===== src/design/rsnh_pkg.sv =====
// Shared types, constants and the arithmetic micro-program for the ray and wall nearest-hit block.
`timescale 1ns / 1ps
package rsnh_pkg;

  localparam int CoordW  = 16;
  localparam int CountW  = 7;
  localparam int IdxW    = 6;
  localparam int StepW   = 5;
  localparam int OpW     = 18;
  localparam int ProdW   = 2 * OpW;
  localparam int AccW    = 56;
  localparam int CW      = 34;              // line constants c1, c2
  localparam int DetW    = 35;
  localparam int NumW    = 54;              // signed numerators and quotients
  localparam int QW      = NumW - 1;        // quotient magnitude
  localparam int RemW    = DetW;
  localparam int SqW     = 36;
  localparam int DivCntW = 6;
  localparam int ShlAmt  = CoordW + 1;      // split point of c1, c2
  localparam int WallW   = 4 * CoordW;

  localparam int InDataW = 168;
  localparam int OutDataW = 40;

  // input tdata field offsets
  localparam int InIdxLsb  = 0;
  localparam int InX1Lsb   = 6;
  localparam int InY1Lsb   = 22;
  localparam int InX2Lsb   = 38;
  localparam int InY2Lsb   = 54;
  localparam int InOxLsb   = 70;
  localparam int InOyLsb   = 86;
  localparam int InFarXLsb = 102;
  localparam int InFarYLsb = 118;
  localparam int InFcXLsb  = 134;
  localparam int InFcYLsb  = 150;

  localparam logic FuncWrite = 1'b0;
  localparam logic FuncCast  = 1'b1;

  localparam logic [StepW-1:0] StepSetupLast = 5'd2;
  localparam logic [StepW-1:0] StepWallFirst = 5'd3;
  localparam logic [StepW-1:0] StepWallLast  = 5'd15;
  localparam logic [StepW-1:0] StepDistFirst = 5'd16;
  localparam logic [StepW-1:0] StepDistLast  = 5'd22;

  // count 0 loads the divider, counts 1..QW shift one quotient bit each
  localparam logic [DivCntW-1:0] DivLast = DivCntW'(QW);

  typedef enum logic [4:0] {
    MUL_NONE, MUL_A1_PX, MUL_B1_PY, MUL_A2_X1, MUL_B2_Y1, MUL_A1_B2, MUL_A2_B1,
    MUL_B2_C1H, MUL_B1_C2H, MUL_B2_C1L, MUL_B1_C2L,
    MUL_A1_C2H, MUL_A2_C1H, MUL_A1_C2L, MUL_A2_C1L,
    MUL_DX_DX, MUL_DY_DY, MUL_EX_EX, MUL_EY_EY, MUL_DX_FX, MUL_DY_FY
  } mul_sel_t;

  typedef enum logic [2:0] {
    ACC_HOLD, ACC_LOAD, ACC_ADD, ACC_SUB, ACC_SHL_ADD
  } acc_op_t;

  typedef enum logic [3:0] {
    DST_NONE, DST_C1, DST_C2, DST_DET, DST_NUMX, DST_NUMY, DST_DIST, DST_EDIST, DST_DOT
  } dst_t;

  typedef struct packed {
    mul_sel_t mul;
    acc_op_t  acc;
    dst_t     dst;
  } ucode_t;

  typedef struct packed {
    ucode_t              u;
    logic                wr_wall;
    logic                load_cast;
    logic                rd_wall;
    logic [CountW-1:0]   wall_idx;
    logic                div_load;
    logic                div_step;
    logic                update;
    logic                out_load;
  } dp_cmd_t;

  typedef struct packed {
    logic det_zero;
    logic in_box;
    logic take;
  } dp_stat_t;

  // The accumulator takes the product issued one step earlier.
  function automatic ucode_t ucode(input logic [StepW-1:0] step);
    ucode_t u;
    u = '{MUL_NONE, ACC_HOLD, DST_NONE};
    unique case (step)
      5'd0:  u = '{MUL_A1_PX,  ACC_HOLD,    DST_NONE};
      5'd1:  u = '{MUL_B1_PY,  ACC_LOAD,    DST_NONE};
      5'd2:  u = '{MUL_NONE,   ACC_ADD,     DST_C1};
      5'd3:  u = '{MUL_A2_X1,  ACC_HOLD,    DST_NONE};
      5'd4:  u = '{MUL_B2_Y1,  ACC_LOAD,    DST_NONE};
      5'd5:  u = '{MUL_A1_B2,  ACC_ADD,     DST_C2};
      5'd6:  u = '{MUL_A2_B1,  ACC_LOAD,    DST_NONE};
      5'd7:  u = '{MUL_B2_C1H, ACC_SUB,     DST_DET};
      5'd8:  u = '{MUL_B1_C2H, ACC_LOAD,    DST_NONE};
      5'd9:  u = '{MUL_B2_C1L, ACC_SUB,     DST_NONE};
      5'd10: u = '{MUL_B1_C2L, ACC_SHL_ADD, DST_NONE};
      5'd11: u = '{MUL_A1_C2H, ACC_SUB,     DST_NUMX};
      5'd12: u = '{MUL_A2_C1H, ACC_LOAD,    DST_NONE};
      5'd13: u = '{MUL_A1_C2L, ACC_SUB,     DST_NONE};
      5'd14: u = '{MUL_A2_C1L, ACC_SHL_ADD, DST_NONE};
      5'd15: u = '{MUL_NONE,   ACC_SUB,     DST_NUMY};
      5'd16: u = '{MUL_DX_DX,  ACC_HOLD,    DST_NONE};
      5'd17: u = '{MUL_DY_DY,  ACC_LOAD,    DST_NONE};
      5'd18: u = '{MUL_EX_EX,  ACC_ADD,     DST_DIST};
      5'd19: u = '{MUL_EY_EY,  ACC_LOAD,    DST_NONE};
      5'd20: u = '{MUL_DX_FX,  ACC_ADD,     DST_EDIST};
      5'd21: u = '{MUL_DY_FY,  ACC_LOAD,    DST_NONE};
      5'd22: u = '{MUL_NONE,   ACC_ADD,     DST_DOT};
      default: u = '{MUL_NONE, ACC_HOLD, DST_NONE};
    endcase
    return u;
  endfunction

endpackage


===== src/design/rsnh_ctrl.sv =====
// Controller state machine: handshakes, wall loop, micro-program sequencing.
`timescale 1ns / 1ps
module rsnh_ctrl import rsnh_pkg::*; #(
  parameter int MAX_WALLS = 64
) (
  input  logic              clk,
  input  logic              rst_n,
  input  logic              in_tvalid,
  output logic              in_tready,
  input  logic              in_func,
  input  logic              cfg_we,
  input  logic [CountW-1:0] cfg_wdata,
  output logic              out_tvalid,
  input  logic              out_tready,
  input  dp_stat_t          stat,
  output dp_cmd_t           cmd
);

  typedef enum logic [9:0] {
    S_IDLE   = 10'b0000000001,
    S_SETUP  = 10'b0000000010,
    S_RDWALL = 10'b0000000100,
    S_MAC    = 10'b0000001000,
    S_DIV    = 10'b0000010000,
    S_CHECK  = 10'b0000100000,
    S_DIST   = 10'b0001000000,
    S_DECIDE = 10'b0010000000,
    S_NEXT   = 10'b0100000000,
    S_DONE   = 10'b1000000000
  } state_t;

  state_t               state_r, state_nxt;
  logic [StepW-1:0]     step_r, step_nxt;
  logic [CountW-1:0]    idx_r, idx_nxt, idx_inc;
  logic [DivCntW-1:0]   div_cnt_r, div_cnt_nxt;
  logic [CountW-1:0]    count_r;
  logic                 out_valid_r, out_valid_nxt;
  logic                 first_ok, more_ok;

  assign idx_inc  = idx_r + 1'b1;
  assign first_ok = (count_r != '0);
  assign more_ok  = (int'(idx_inc) < int'(count_r)) && (int'(idx_inc) < MAX_WALLS);

  assign in_tready  = (state_r == S_IDLE);
  assign out_tvalid = out_valid_r;

  always_comb begin
    state_nxt    = state_r;
    step_nxt     = step_r;
    idx_nxt      = idx_r;
    div_cnt_nxt  = div_cnt_r;
    cmd          = '0;
    cmd.u        = '{MUL_NONE, ACC_HOLD, DST_NONE};
    cmd.wall_idx = idx_r;
    unique case (state_r)
      S_IDLE: begin
        if (in_tvalid) begin
          if (in_func == FuncCast) begin
            cmd.load_cast = 1'b1;
            step_nxt      = '0;
            idx_nxt       = '0;
            state_nxt     = S_SETUP;
          end else begin
            cmd.wr_wall = 1'b1;
          end
        end
      end
      S_SETUP: begin
        cmd.u    = ucode(step_r);
        step_nxt = step_r + 1'b1;
        if (step_r == StepSetupLast) begin
          state_nxt = first_ok ? S_RDWALL : S_DONE;
        end
      end
      S_RDWALL: begin
        cmd.rd_wall = 1'b1;
        step_nxt    = StepWallFirst;
        state_nxt   = S_MAC;
      end
      S_MAC: begin
        cmd.u    = ucode(step_r);
        step_nxt = step_r + 1'b1;
        if (step_r == StepWallLast) begin
          div_cnt_nxt = '0;
          // parallel wall: skip
          state_nxt   = stat.det_zero ? S_NEXT : S_DIV;
        end
      end
      S_DIV: begin
        cmd.div_load = (div_cnt_r == '0);
        cmd.div_step = (div_cnt_r != '0);
        div_cnt_nxt  = div_cnt_r + 1'b1;
        if (div_cnt_r == DivLast) begin
          state_nxt = S_CHECK;
        end
      end
      S_CHECK: begin
        step_nxt  = StepDistFirst;
        state_nxt = stat.in_box ? S_DIST : S_NEXT;
      end
      S_DIST: begin
        cmd.u    = ucode(step_r);
        step_nxt = step_r + 1'b1;
        if (step_r == StepDistLast) begin
          state_nxt = S_DECIDE;
        end
      end
      S_DECIDE: begin
        cmd.update = stat.take;
        state_nxt  = S_NEXT;
      end
      S_NEXT: begin
        idx_nxt   = idx_inc;
        state_nxt = more_ok ? S_RDWALL : S_DONE;
      end
      S_DONE: begin
        // hold until the output slot is free
        if (!out_valid_r || out_tready) begin
          cmd.out_load = 1'b1;
          state_nxt    = S_IDLE;
        end
      end
      default: state_nxt = S_IDLE;
    endcase
  end

  always_comb begin
    out_valid_nxt = out_valid_r;
    if (cmd.out_load) begin
      out_valid_nxt = 1'b1;
    end else if (out_tready) begin
      out_valid_nxt = 1'b0;
    end
  end

  always_ff @(posedge clk) begin
    if (!rst_n) begin
      state_r     <= S_IDLE;
      step_r      <= '0;
      idx_r       <= '0;
      div_cnt_r   <= '0;
      count_r     <= '0;
      out_valid_r <= 1'b0;
    end else begin
      state_r     <= state_nxt;
      step_r      <= step_nxt;
      idx_r       <= idx_nxt;
      div_cnt_r   <= div_cnt_nxt;
      out_valid_r <= out_valid_nxt;
      if (cfg_we) begin
        count_r <= cfg_wdata;
      end
    end
  end

endmodule


===== config.mk =====
export PLATFORM = sky130hd
export DESIGN_NAME = rsnh_ctrl
export DESIGN_NICKNAME = d
export VERILOG_FILES = /design/src/design/rsnh_pkg.sv /design/src/design/rsnh_ctrl.sv
export SDC_FILE = /design/constraint.sdc
export NUM_CORES = 1
export LEC_CHECK = 0
export ABC_AREA = 1
export CELL_PAD_IN_SITES_DETAIL_PLACEMENT = 0
export CELL_PAD_IN_SITES_GLOBAL_PLACEMENT = 1
export CORE_MARGIN = 2
export CORE_UTILIZATION = 41
export DETAILED_ROUTE_END_ITERATION = 7
export DONT_BUFFER_PORTS = 1
export PLACE_DENSITY_LB_ADDON = 0.08
export REMOVE_ABC_BUFFERS = 1
export SLEW_MARGIN = 20
export SYNTH_ARGS = -nofsm -noshare
export SYNTH_HDL_FRONTEND = slang
export SYNTH_SLANG_ARGS = --single-unit

===== constraint.sdc =====
create_clock -name clk -period 2.1 [get_ports clk]
set_input_delay 0.42 -clock clk [delete_from_list [all_inputs] [get_ports clk]]
set_output_delay 0.42 -clock clk [all_outputs]
set_load 0.02 [all_outputs]

### Word-level counts from Yosys, hierarchy flattened

Memories as Yosys holds them, arrays and structs flattened. A register that Yosys moved wholly into a read port is not among the register bits.
Index checks and enable logic that the tools add are counted.

| word-level totals | value |
|---|---|
| output and inout bits | 28 |
| ROM bits | 1152 |
| bits in registers | 36 |
| memories kept | 3 |
| bits of input ports | 16 |

| cells by class | value |
|---|---|
| multiplexer cells | 38 |
| add/sub/neg operators | 3 |
| reduce and logical (&&, ||, !) cells | 15 |
| equality and inequality tests | 21 |
| order comparisons | 2 |

Memory list:

| memory | words | bits a word | read ports | clocked after Yosys merged registers in | wr ports | RTL line | RTL |
|---|---|---|---|---|---|---|---|
| (name not given) | 32 | 12 | 1 | 1 | 0 | rsnh_pkg.sv:93 | `unique case (step)` |
| (name not given) | 32 | 12 | 1 | 1 | 0 | rsnh_pkg.sv:93 |  |
| (name not given) | 32 | 12 | 1 | 1 | 0 | rsnh_pkg.sv:93 |  |

Operator list:

| kind | count |
|---|---|
| $pmux W10 S10 | 1 |
| $mux W10 | 9 |
| $mux W5 | 8 |
| $pmux W12 S3 | 1 |
| $pmux W5 S4 | 1 |
| $mux W9 | 2 |
| $mux W7 | 2 |
| $pmux W7 S2 | 1 |
| $ne A2 B2 Y1 const B | 6 |
| $pmux W6 S2 | 1 |
| $eq A10 B1 Y1 const B | 1 |
| $eq A10 B10 Y1 const B | 1 |
| $eq A10 B2 Y1 const B | 1 |
| $eq A10 B3 Y1 const B | 1 |
| $eq A10 B4 Y1 const B | 1 |
| $eq A10 B5 Y1 const B | 1 |
| $eq A10 B6 Y1 const B | 1 |
| $eq A10 B7 Y1 const B | 1 |
| $eq A10 B8 Y1 const B | 1 |
| $eq A10 B9 Y1 const B | 1 |
| $mux W1 | 8 |
| $add A7 B1 Y7 const B | 1 |
| $lt A7 B7 Y1 | 1 |
| $lt A7 B7 Y1 const B | 1 |
| other kinds (21) | 26 |

### Longest topological paths before layout

Gate-level depths: netlist of run 1.

| logic depth | value |
|---|---|
| depth after elaboration | 6 |
| mapped depth | 17 |

### Least setup slack after synthesis of run 1

No wires, ideal clock.

| path | value |
|---|---|
| path kind | register -> register |
| start | register state_r[9] |
| end | register with a tool-made name |
| setup slack | -0.086 ns |
| period minus slack after synthesis | 2.186 ns |
| setup time | 0.118 ns |
| arrival time | 2.068 ns |
| required time | 1.982 ns |
| path buffers | 0 |
| cell stages (with the launch flop) | 16 |
| path through | dfxtp_1 > inv_2 > nand2_4 > inv_2 > nand2_1 > nor2_2 > nor2_4 > nand4_1 > nand2_1 > nor2_4 > inv_1 > ha_1 > inv_1 > nor2_1 > o21ai_2 > o21ai_2 |

RTL lines:

| what | RTL line | RTL |
|---|---|---|
| from (decl) | rsnh_ctrl.sv:32 | `state_t state_r, state_nxt;` |
| from (signal assigned) | rsnh_ctrl.sv:145 | `state_r <= state_nxt;` |

==> flow_summary.toml, run 1 <==
[route]
vias = 2987
ant_nets = 0
drt_pre_antenna_iters = 4
drtIter0Drc = 64
wl_microns = 7991
routed_via_density = 4.849
post-route-drc-count = 0
wl_per_cell_microns = 12.97

[grt]
grt-ovfl-total = 0
grt_pass1_wl_microns = 13270
grt_max_degree = 21
track_usage_pct = 19.51
antenna_found_initial = 0
grt_pass1_vias = 2832

[power_and_ir_drop]
p_int_w = 0.001895
p_leak_nw = 1.930
peakVddDrop_mv = 0.3583
power_switching_w = 0.001129
seqPwrFrac_pct = 35.5
p_clk_share_pct = 22.5
pwr_density_cell_mw_per_mm2 = 732.9
comb_power_share_pct = 42.0
sw_frac_of_total_pct = 37.33

[sta]
slew_viol_final = 0
post-route-period-util_pct = 102.2
min_period_ns = 2.146
setup_viol = 2
tightest_slew_ns = 0.5285
slew_headroom_pct = 64.32
fmax_mhz = 466.0
finalClockSkew_ns = 0.01185
hold_viol = 0
grt_setup_unrepaired = "yes"
whs_ns = 0.1898
timing.setup.tns_ns = -0.06804
setup_ws_ns = -0.04606

[synthesis]
yosysSeqAreaShare_pct = 31.36
synth_top_area_share_pct = 31.36
ys_warn_count = 0
ys_seq_elements = 48
netlist_top_cells_area = "dfxtp_1 31%, nand2_1 12%, inv_1 8.3%"
yosysMostFrequentCell = "nand2_1"
netlist.top_cell.by_area = "dfxtp_1"
synth_ff_type = "dfxtp_1"
async_flop_share_pct = 0
netlist_area_sq_mm = 0.003064
synth_cell_types = 37
syn_area_per_cell_sq_um = 6.933
synth_common_cells = "98 x nand2_1, 68 x inv_1, 48 x dfxtp_1"
synth_edf_count = 0
syn_inst = 442

[critical_path]
max_stage_delay_ns = 0.37
required_ns = 2.30
critPathSlowestCell = "dfxtp_4"
path_cells = "nor2_4 > nand2_4 > nor2_4 > nand2_4 > nand2_4 > nor2_4 > o21ai_2 > nor2_4 > nor2_4 > inv_2 > buf_4 > ha_1 > inv_1 > nand3_1 > nand3_1 > nand2_1"
crit_type = "reg -> reg"
timing.critical_path.mode_cell = "nor2_4"
worstPathMaxFanout = 5
cp-start-kind = "flop"
cp.arrival_ns = 2.35
endpoint_kind = "flop"

[die]
fp.dieH_microns = 90.45
die_w_microns = 90.45
initial_core_util_pct = 42.25
row_count = 31
boundaryPins = 44
core_sq_mm = 0.007253
dieArea_sq_mm = 0.008181

[run]
cap_viol_max_count = 0

[place]
dp.cells = 591
hpwl_microns = 5879
pre_cts_slack_ns = -0.1275
globalplace.congestion = 0.8433
portBuffers = 0

[finish]
fill_cells = 713
final_cells = 616
diodes = 0
final_nets = 551
area_growth_pct = 34.67
drive_gt1_share_pct = 39.26

[status]
violations = "setup timing"
status = "complete, but fails checks"

[clocking]
cts_sinks = 48
clk_pin_slew_ns = 0.10
cts_buffers = 5
clockBufferDepth = 2
clock_latency_ns = 0.31
cts_tree = "yes"
cts-root-buf = "clkbuf_8"
h-tree-depth = 2

[worst_hold_path]
hold_class = "in -> reg"
-- layout by cell type (no fill, tap or decap), types with 7 or more instances in the layout --
cell type / synthesis / final
a21oi_1: 30 / 28
buf_4: 1 / 68
dfxtp_1: 48 / 38
dfxtp_2: 0 / 7
ha_1: 19 / 13
inv_1: 68 / 48
inv_2: 9 / 28
nand2_1: 98 / 88
nand2_2: 10 / 15
nand2_4: 3 / 8
nand3_1: 20 / 16
nand4_1: 14 / 14
nor2_1: 37 / 26
nor2_2: 8 / 12
nor2_4: 7 / 14
o21ai_0: 21 / 16
-- kinds of logic (layout without fill, tap and decap cells) --
kind of cell	Yosys count	after routing	synth area share, %
buffers and inverters	85	160	10.90
AOI/OAI and AO/OA	60	60	10.41
DFF	48	48	31.36
adders and majority gates	19	19	7.758
xor gates and xnor gates	8	8	2.287
and+or+nand+nor	222	222	37.28
-- area by class of cell --
class	instances	area, sq um	share of cell area (%)
Clock buffer	5	68.82	1.668
Clock inverter	3	42.54	1.031
Inverter	78	300.3	7.277
Multi-Input combinational cell	309	2023	49.03
Sequential cell	48	980.9	23.77
Tap cell	99	123.9	3.002
Timing Repair Buffer	74	586.8	14.22
-- worst max-delay path: cells and delay by family, from the launching register on --
kind,cells,cell delay [ns]
DFF,1,0.37
buffers and inverters,3,0.29
AOI/OAI and AO/OA,1,0.18
and+or+nand+nor,11,1.01
adders and majority gates,1,0.19
-- per-layer routing --
metal / vias up / GRT usage [%] / wire length (microns)
li1: 1557 / - / -
met1: 1368 / 25.84 / 3691
met2: 50 / 33.77 / 4017
met3: 12 / 2.671 / 177
met4: 0 / 4.359 / 105
met5: - / 0 / 0
-- what timing repair did --
item | in CTS | in global routing
setup buffers | 3 | 14
pin swaps | 4 | 25
setup endpoints to repair | 27 | 33
gates resized for setup | 28 | 75
hold buffers | 0 | 0
-- power by group through the flow --
stage               Combinational (W)  Clock (W)  Sequential (W)
floorplan                    0.000709          0         0.00107
global placement              0.00104          0         0.00109
detailed placement            0.00103          0         0.00109
CTS                           0.00107   0.000709         0.00107
global route                  0.00141   0.000745         0.00108
finish                        0.00127   0.000681         0.00107
-- stage by stage --
stage | power, W | util, % | area (sq um)
floorplan | 0.001781 | - | 3025
global placement | 0.002125 | 49.49 | 3590
detailed placement | 0.002122 | 49.49 | 3590
CTS | 0.002850 | 52.70 | 3822
global route | 0.003235 | 56.89 | 4126
finish | 0.003024 | 56.89 | 4126
-- path summary, 6_finish.rpt --
| kind | startpoint | endpoint | slack [ns] | depth (start not counted) |
|---|---|---|---|---|
| hold reg to reg | count_r[0]$_SDFFE_PN0P_ | count_r[0]$_SDFFE_PN0P_ | 0.49 | 2 |
| setup reg to reg | state_r[5]$_SDFFE_PN0P_ | flop | -0.05 | 16 |
| hold / removal | rst_n | state_r[0]$_SDFFE_PN1P_ | 0.19 | 1 |
| setup / recovery | state_r[5]$_SDFFE_PN0P_ | flop | -0.05 | 16 |
No activity file was read; power rests on OpenSTA's default activity.
==> run 2: changes to the inputs <==
RECOVER_POWER = 50   (was unset)
==> flow_summary.toml, run 2 (synthesized netlist as in run 1, its figures left out) <==
[finish]
mostFrequentLayoutCells = "88 x nand2_1, 66 x buf_4, 48 x inv_1"
drive_gt1_share_pct = 38.88
fill_cells = 715
area_growth_pct = 34.42
final_nets = 551
final_core_util_pct = 56.79
design_area_sq_mm = 0.004119
final_common_cell = "nand2_1"
diodes = 0

[critical_path]
r2r-start = "state_r[5]$_SDFFE_PN0P_"
endpoint_kind = "flop"
reg2reg_slack_ns = -0.05
worstPathMaxFanout = 5
required_ns = 2.30
cp-start-kind = "flop"
crit_type = "reg -> reg"
r2r_cells = 16
cp.arrival_ns = 2.35

[route]
ant_nets = 0
routed_via_density = 4.854
wl_microns = 7988
vias = 2990
post-route-drc-count = 0
drt_pre_antenna_iters = 7
wl_per_cell_microns = 12.97
drtIter0Drc = 62

[clocking]
clockBufferDepth = 2
cts_buffers = 5
clk_pin_slew_ns = 0.10
h-tree-depth = 2
clock_latency_ns = 0.31
cts_sinks = 48
cts-root-buf = "clkbuf_8"
cts_tree = "yes"

[grt]
grt_pass1_vias = 2832
grt_pass1_wl_microns = 13270
grt_max_degree = 21
antenna_found_initial = 0
grt-ovfl-total = 0
track_usage_pct = 19.51

[place]
portBuffers = 0
dpl-instance-area_sq_mm = 0.003590
globalplace.congestion = 0.8433
hpwl_microns = 5879

[run]
cap_viol_max_count = 0

[sta]
post-route-period-util_pct = 102.2
min_period_ns = 2.147
fmax_mhz = 465.9
finalClockSkew_ns = 0.01188
slew_headroom_pct = 64.32
setup_viol = 2
tightest_slew_ns = 0.5285
grt_setup_unrepaired = "yes"
slew_viol_final = 0
hold_viol = 0
setup_ws_ns = -0.04657

[worst_hold_path]
hold_path_end = "state_r[0]$_SDFFE_PN1P_"
min_path_cells = 1
hold_class = "in -> reg"
holdCritStartpoint = "rst_n"

[status]
status = "complete, but fails checks"
violations = "setup timing"

[die]
dieArea_sq_mm = 0.008181
initial_core_util_pct = 42.25
fp.dieH_microns = 90.45
die_w_microns = 90.45
row_count = 31
core_sq_mm = 0.007253
boundaryPins = 44

[power_and_ir_drop]
p_leak_nw = 1.921
pwr_density_cell_mw_per_mm2 = 734.2
peakVddDrop_mv = 0.3584
run 2: area by class of cell:
type | count | area [sq um] | area share (%)
clock buffer | 5 | 68.82 | 1.671
clock inverter | 3 | 42.54 | 1.033
inverter | 78 | 300.3 | 7.290
multi-input combinational | 309 | 2023 | 49.12
sequential | 48 | 980.9 | 23.82
tap | 99 | 123.9 | 3.007
timing repair buffer | 74 | 579.3 | 14.06
run 2: worst max path at each step:
stage,startpoint,end
floorplan,state_r[9]$_SDFFE_PN0P_,flop
global placement,idx_r[0]$_SDFFE_PN0P_,state_r[2]$_SDFFE_PN0P_
detailed placement,state_r[4]$_SDFFE_PN0P_,flop
CTS,state_r[1]$_SDFFE_PN0P_,flop
global route,state_r[5]$_SDFFE_PN0P_,flop
finish,state_r[5]$_SDFFE_PN0P_,flop
run 2: layer usage:
layer / track usage (%) / part of all wire [%] / vias up
met5: 0 / 0 / -
met4: 4.359 / 1.3 / 0
met3: 2.671 / 2.6 / 12
met2: 33.77 / 50 / 53
met1: 25.84 / 46 / 1368
li1: - / - / 1557
run 2: where the power goes:
part	leakage (nW)	internal [W]	switching [W]
combinational	1.47	0.000530	0.000739
sequential	0.396	0.00101	0.0000608
clock	0.0541	0.000353	0.000328
run 2: critical path, cell delays in order, from the launching register on:
cell	delay, ns
dfxtp_4	0.38
nor2_4	0.16
nand2_4	0.10
nor2_4	0.15
nand2_4	0.08
nand2_4	0.08
nor2_4	0.05
o21ai_2	0.18
nor2_4	0.06
nor2_4	0.13
inv_2	0.08
buf_4	0.13
ha_1	0.19
inv_1	0.08
nand3_1	0.07
nand3_1	0.09
nand2_1	0.04
run 2: repair_timing:
item,4_1_cts,5_1_grt
hold buffers,0,0
pin swaps,4,25
setup endpoints to repair,27,33
setup buffers,3,14
gates resized for setup,28,75
run 2: per-stage QoR:
stage / setup slack [ns] / hold slack [ns] / TNS [ns] / std cells / total power (W)
final: -0.04657 / 0.1897 / -0.06905 / 616 / 0.003024
after detailed placement: -0.1275 / 0.4723 / -0.7244 / 591 / 0.002122
after floorplan: -0.09014 / 0.4483 / -0.4137 / 435 / 0.001781
after global routing: -0.1841 / 0.1757 / -1.903 / 616 / 0.003235
after CTS: -0.002558 / 0.1821 / -0.004864 / 602 / 0.002850
after global placement: -0.09703 / 0.4725 / -0.2788 / 591 / 0.002125
==> run 3: changes to the inputs <==
ABC_AREA = unset   (was 1)
CORE_UTILIZATION = 43   (was 41)
CTS_CLUSTER_SIZE = 40   (was unset)
==> flow_summary.toml, run 3 <==
[clocking]
cts-root-buf = "clkbuf_8"
cts_tree = "yes"
cts_sinks = 48
clk_pin_slew_ns = 0.10
h-tree-depth = 2
cts_buffers = 5
clockBufferDepth = 2
clock_latency_ns = 0.32

[place]
globalplace.congestion = 0.9218
dpl-instance-area_sq_mm = 0.004078
dp.cells = 580
hpwl_microns = 6423
portBuffers = 0
pre_cts_slack_ns = -0.6913

[grt]
track_usage_pct = 23.15
grt_pass1_vias = 3057
grt-ovfl-total = 0
met3_usage_pct = 3.786
grt_pass1_wl_microns = 14410
grt_util_met1_pct = 29.84
use_met2_pct = 40.00
grt_max_degree = 35
antenna_found_initial = 0
grt_most_used_layer = "met2"

[sta]
setup_ws_ns = -0.7236
whs_ns = 0.1772
slew_headroom_pct = 70.39
grt_setup_unrepaired = "yes"
setup_viol = 54
tightest_slew_ns = 0.4400
post-route-period-util_pct = 134.5
min_period_ns = 2.824
slew_viol_final = 0
finalClockSkew_ns = 0.006865
hold_viol = 0
fmax_mhz = 354.2

[die]
fp.dieH_microns = 89.09
row_count = 31
die_w_microns = 89.09
dieArea_sq_mm = 0.007936
core_sq_mm = 0.007137
initial_core_util_pct = 43.62
boundaryPins = 44

[finish]
final_core_util_pct = 72.12
final_common_cell = "buf_4"
fill_cells = 542
diodes = 0
ff_latch_area_sq_um = 967.2
multi_input_area_sq_mm = 0.002502
final_cells = 615
area_growth_pct = 65.35
mostFrequentLayoutCells = "101 x buf_4, 43 x dfxtp_1, 43 x buf_6"
drive_gt1_share_pct = 49.22
design_area_sq_mm = 0.005147
final_nets = 550

[route]
drt_pre_antenna_iters = 4
ant_nets = 0
post-route-drc-count = 0
drtIter0Drc = 180
wl_microns = 10300
routed_via_density = 5.457
wl_per_cell_microns = 16.74
vias = 3356

[synthesis]
synth_edf_count = 0
netlist.top_cell.by_area = "dfxtp_1"
synth_top_area_share_pct = 30.87
netlist_top_cells_area = "dfxtp_1 31%, ha_1 7.6%, nor2b_1 5.2%"
yosysSeqAreaShare_pct = 30.87
async_flop_share_pct = 0
synth_cell_types = 62
ys_warn_count = 0
ys_seq_elements = 48
syn_inst = 375
syn_area_per_cell_sq_um = 8.301
yosysMostFrequentCell = "dfxtp_1"
synth_ff_type = "dfxtp_1"
synth_common_cells = "48 x dfxtp_1, 27 x nand2_1, 26 x nor2b_1"
netlist_area_sq_mm = 0.003113

[power_and_ir_drop]
p_int_w = 0.002091
pwr_density_cell_mw_per_mm2 = 619.3
seqPwrFrac_pct = 31.8
sw_frac_of_total_pct = 34.40
power_switching_w = 0.001097
comb_power_share_pct = 44.9
peakVddDrop_mv = 0.3834
p_clk_share_pct = 23.3
p_leak_nw = 2.192

[critical_path]
worstPathMaxFanout = 7
crit_type = "reg -> reg"
startpoint = "state_r[2]$_SDFFE_PN0P_"
cp-start-kind = "flop"
r2r-start = "state_r[2]$_SDFFE_PN0P_"
required_ns = 2.29
endpoint_kind = "flop"
cp.arrival_ns = 3.02

[run]
cap_viol_max_count = 0

[status]
status = "complete, but fails checks"
violations = "setup timing"

[worst_hold_path]
holdCritStartpoint = "rst_n"
hold_class = "in -> reg"
## run 3: changes by cell type in the layout (fill, tap and decap cells not counted), sizes merged, moves of 6 or more
cell	previous run	this run
a21boi	0	11
a21oi	31	13
and2	0	6
and3	1	10
buf	72	148
inv	78	24
mux2i	0	9
nand2	111	27
nand3	24	17
nand4	15	5
nor2	53	22
nor2b	0	26
o21ai	27	18
## run 3: area by class of cell
| cell class | count | area share, % |
|---|---|---|
| clock inverter | 2 | 0.7535 |
| inverter | 24 | 2.236 |
| timing repair inverter | 1 | 0.1458 |
| multi-input combinational | 285 | 48.61 |
| tap | 99 | 2.406 |
| clock buffer | 6 | 1.604 |
| sequential | 48 | 18.79 |
| timing repair buffer | 150 | 25.45 |
## run 3: final timing paths
path,depth (start not counted),endpoint,slack [ns]
worst min-delay path,1,state_r[0]$_SDFFE_PN1P_,0.18
worst max-delay path,11,flop,-0.72
worst min register to register,2,count_r[4]$_SDFFE_PN0P_,0.54
worst max register to register,11,flop,-0.72
## run 3: stage by stage
step | power (W) | TNS [ns]
6_report | 0.003188 | -23.09
5_1_grt | 0.003325 | -26.93
4_1_cts | 0.002970 | -19.96
3_5_place_dp | 0.001925 | -16.81
3_3_place_gp | 0.001926 | -15.43
2_1_floorplan | 0.001489 | -13.96
## run 3: what timing repair did
item	in CTS	in global routing
resized for setup	105	98
hold buffers	0	0
pin swaps	22	43
cloned	1	1
buffers inserted	8	21
setup endpoints to repair	55	56
hold endpoints to repair	0	0
## run 3: per-layer routing
metal | vias up | share of wire [%]
li1 | 1639 | -
met4 | 0 | 1.6
met1 | 1612 | 44
met5 | - | 0
met3 | 13 | 4.3
met2 | 92 | 50
## run 3: critical path, stage by stage (launching register included)
cell,delay (ns)
dfxtp_2,0.34
or4_4,0.55
buf_8,0.16
a2111oi_4,0.41
buf_4,0.21
a21oi_4,0.04
a41oi_4,0.25
buf_6,0.19
inv_6,0.05
and3_1,0.20
o21ai_1,0.16
o211ai_1,0.12
## run 3: power groups by stage
stage | Clock [W] | Combinational [W] | Sequential (W)
2_1_floorplan | 0 | 0.000474 | 0.00101
3_3_place_gp | 0 | 0.000898 | 0.00103
3_5_place_dp | 0 | 0.000898 | 0.00103
4_1_cts | 0.000762 | 0.00120 | 0.00101
5_1_grt | 0.000786 | 0.00152 | 0.00102
6_report | 0.000743 | 0.00143 | 0.00101
## run 3: logic make-up after synthesis
group                    count (synthesis)  synth area share, %
XOR/XNOR                                12                3.376
AO/OA/AOI/OAI                           81                19.05
multiplexers                             9                2.894
flip-flops                              48                30.87
AND/OR/NAND/NOR                        164                30.23
adder cells (fa/ha/maj)                 19                7.637
buffers and inverters                   42                5.948
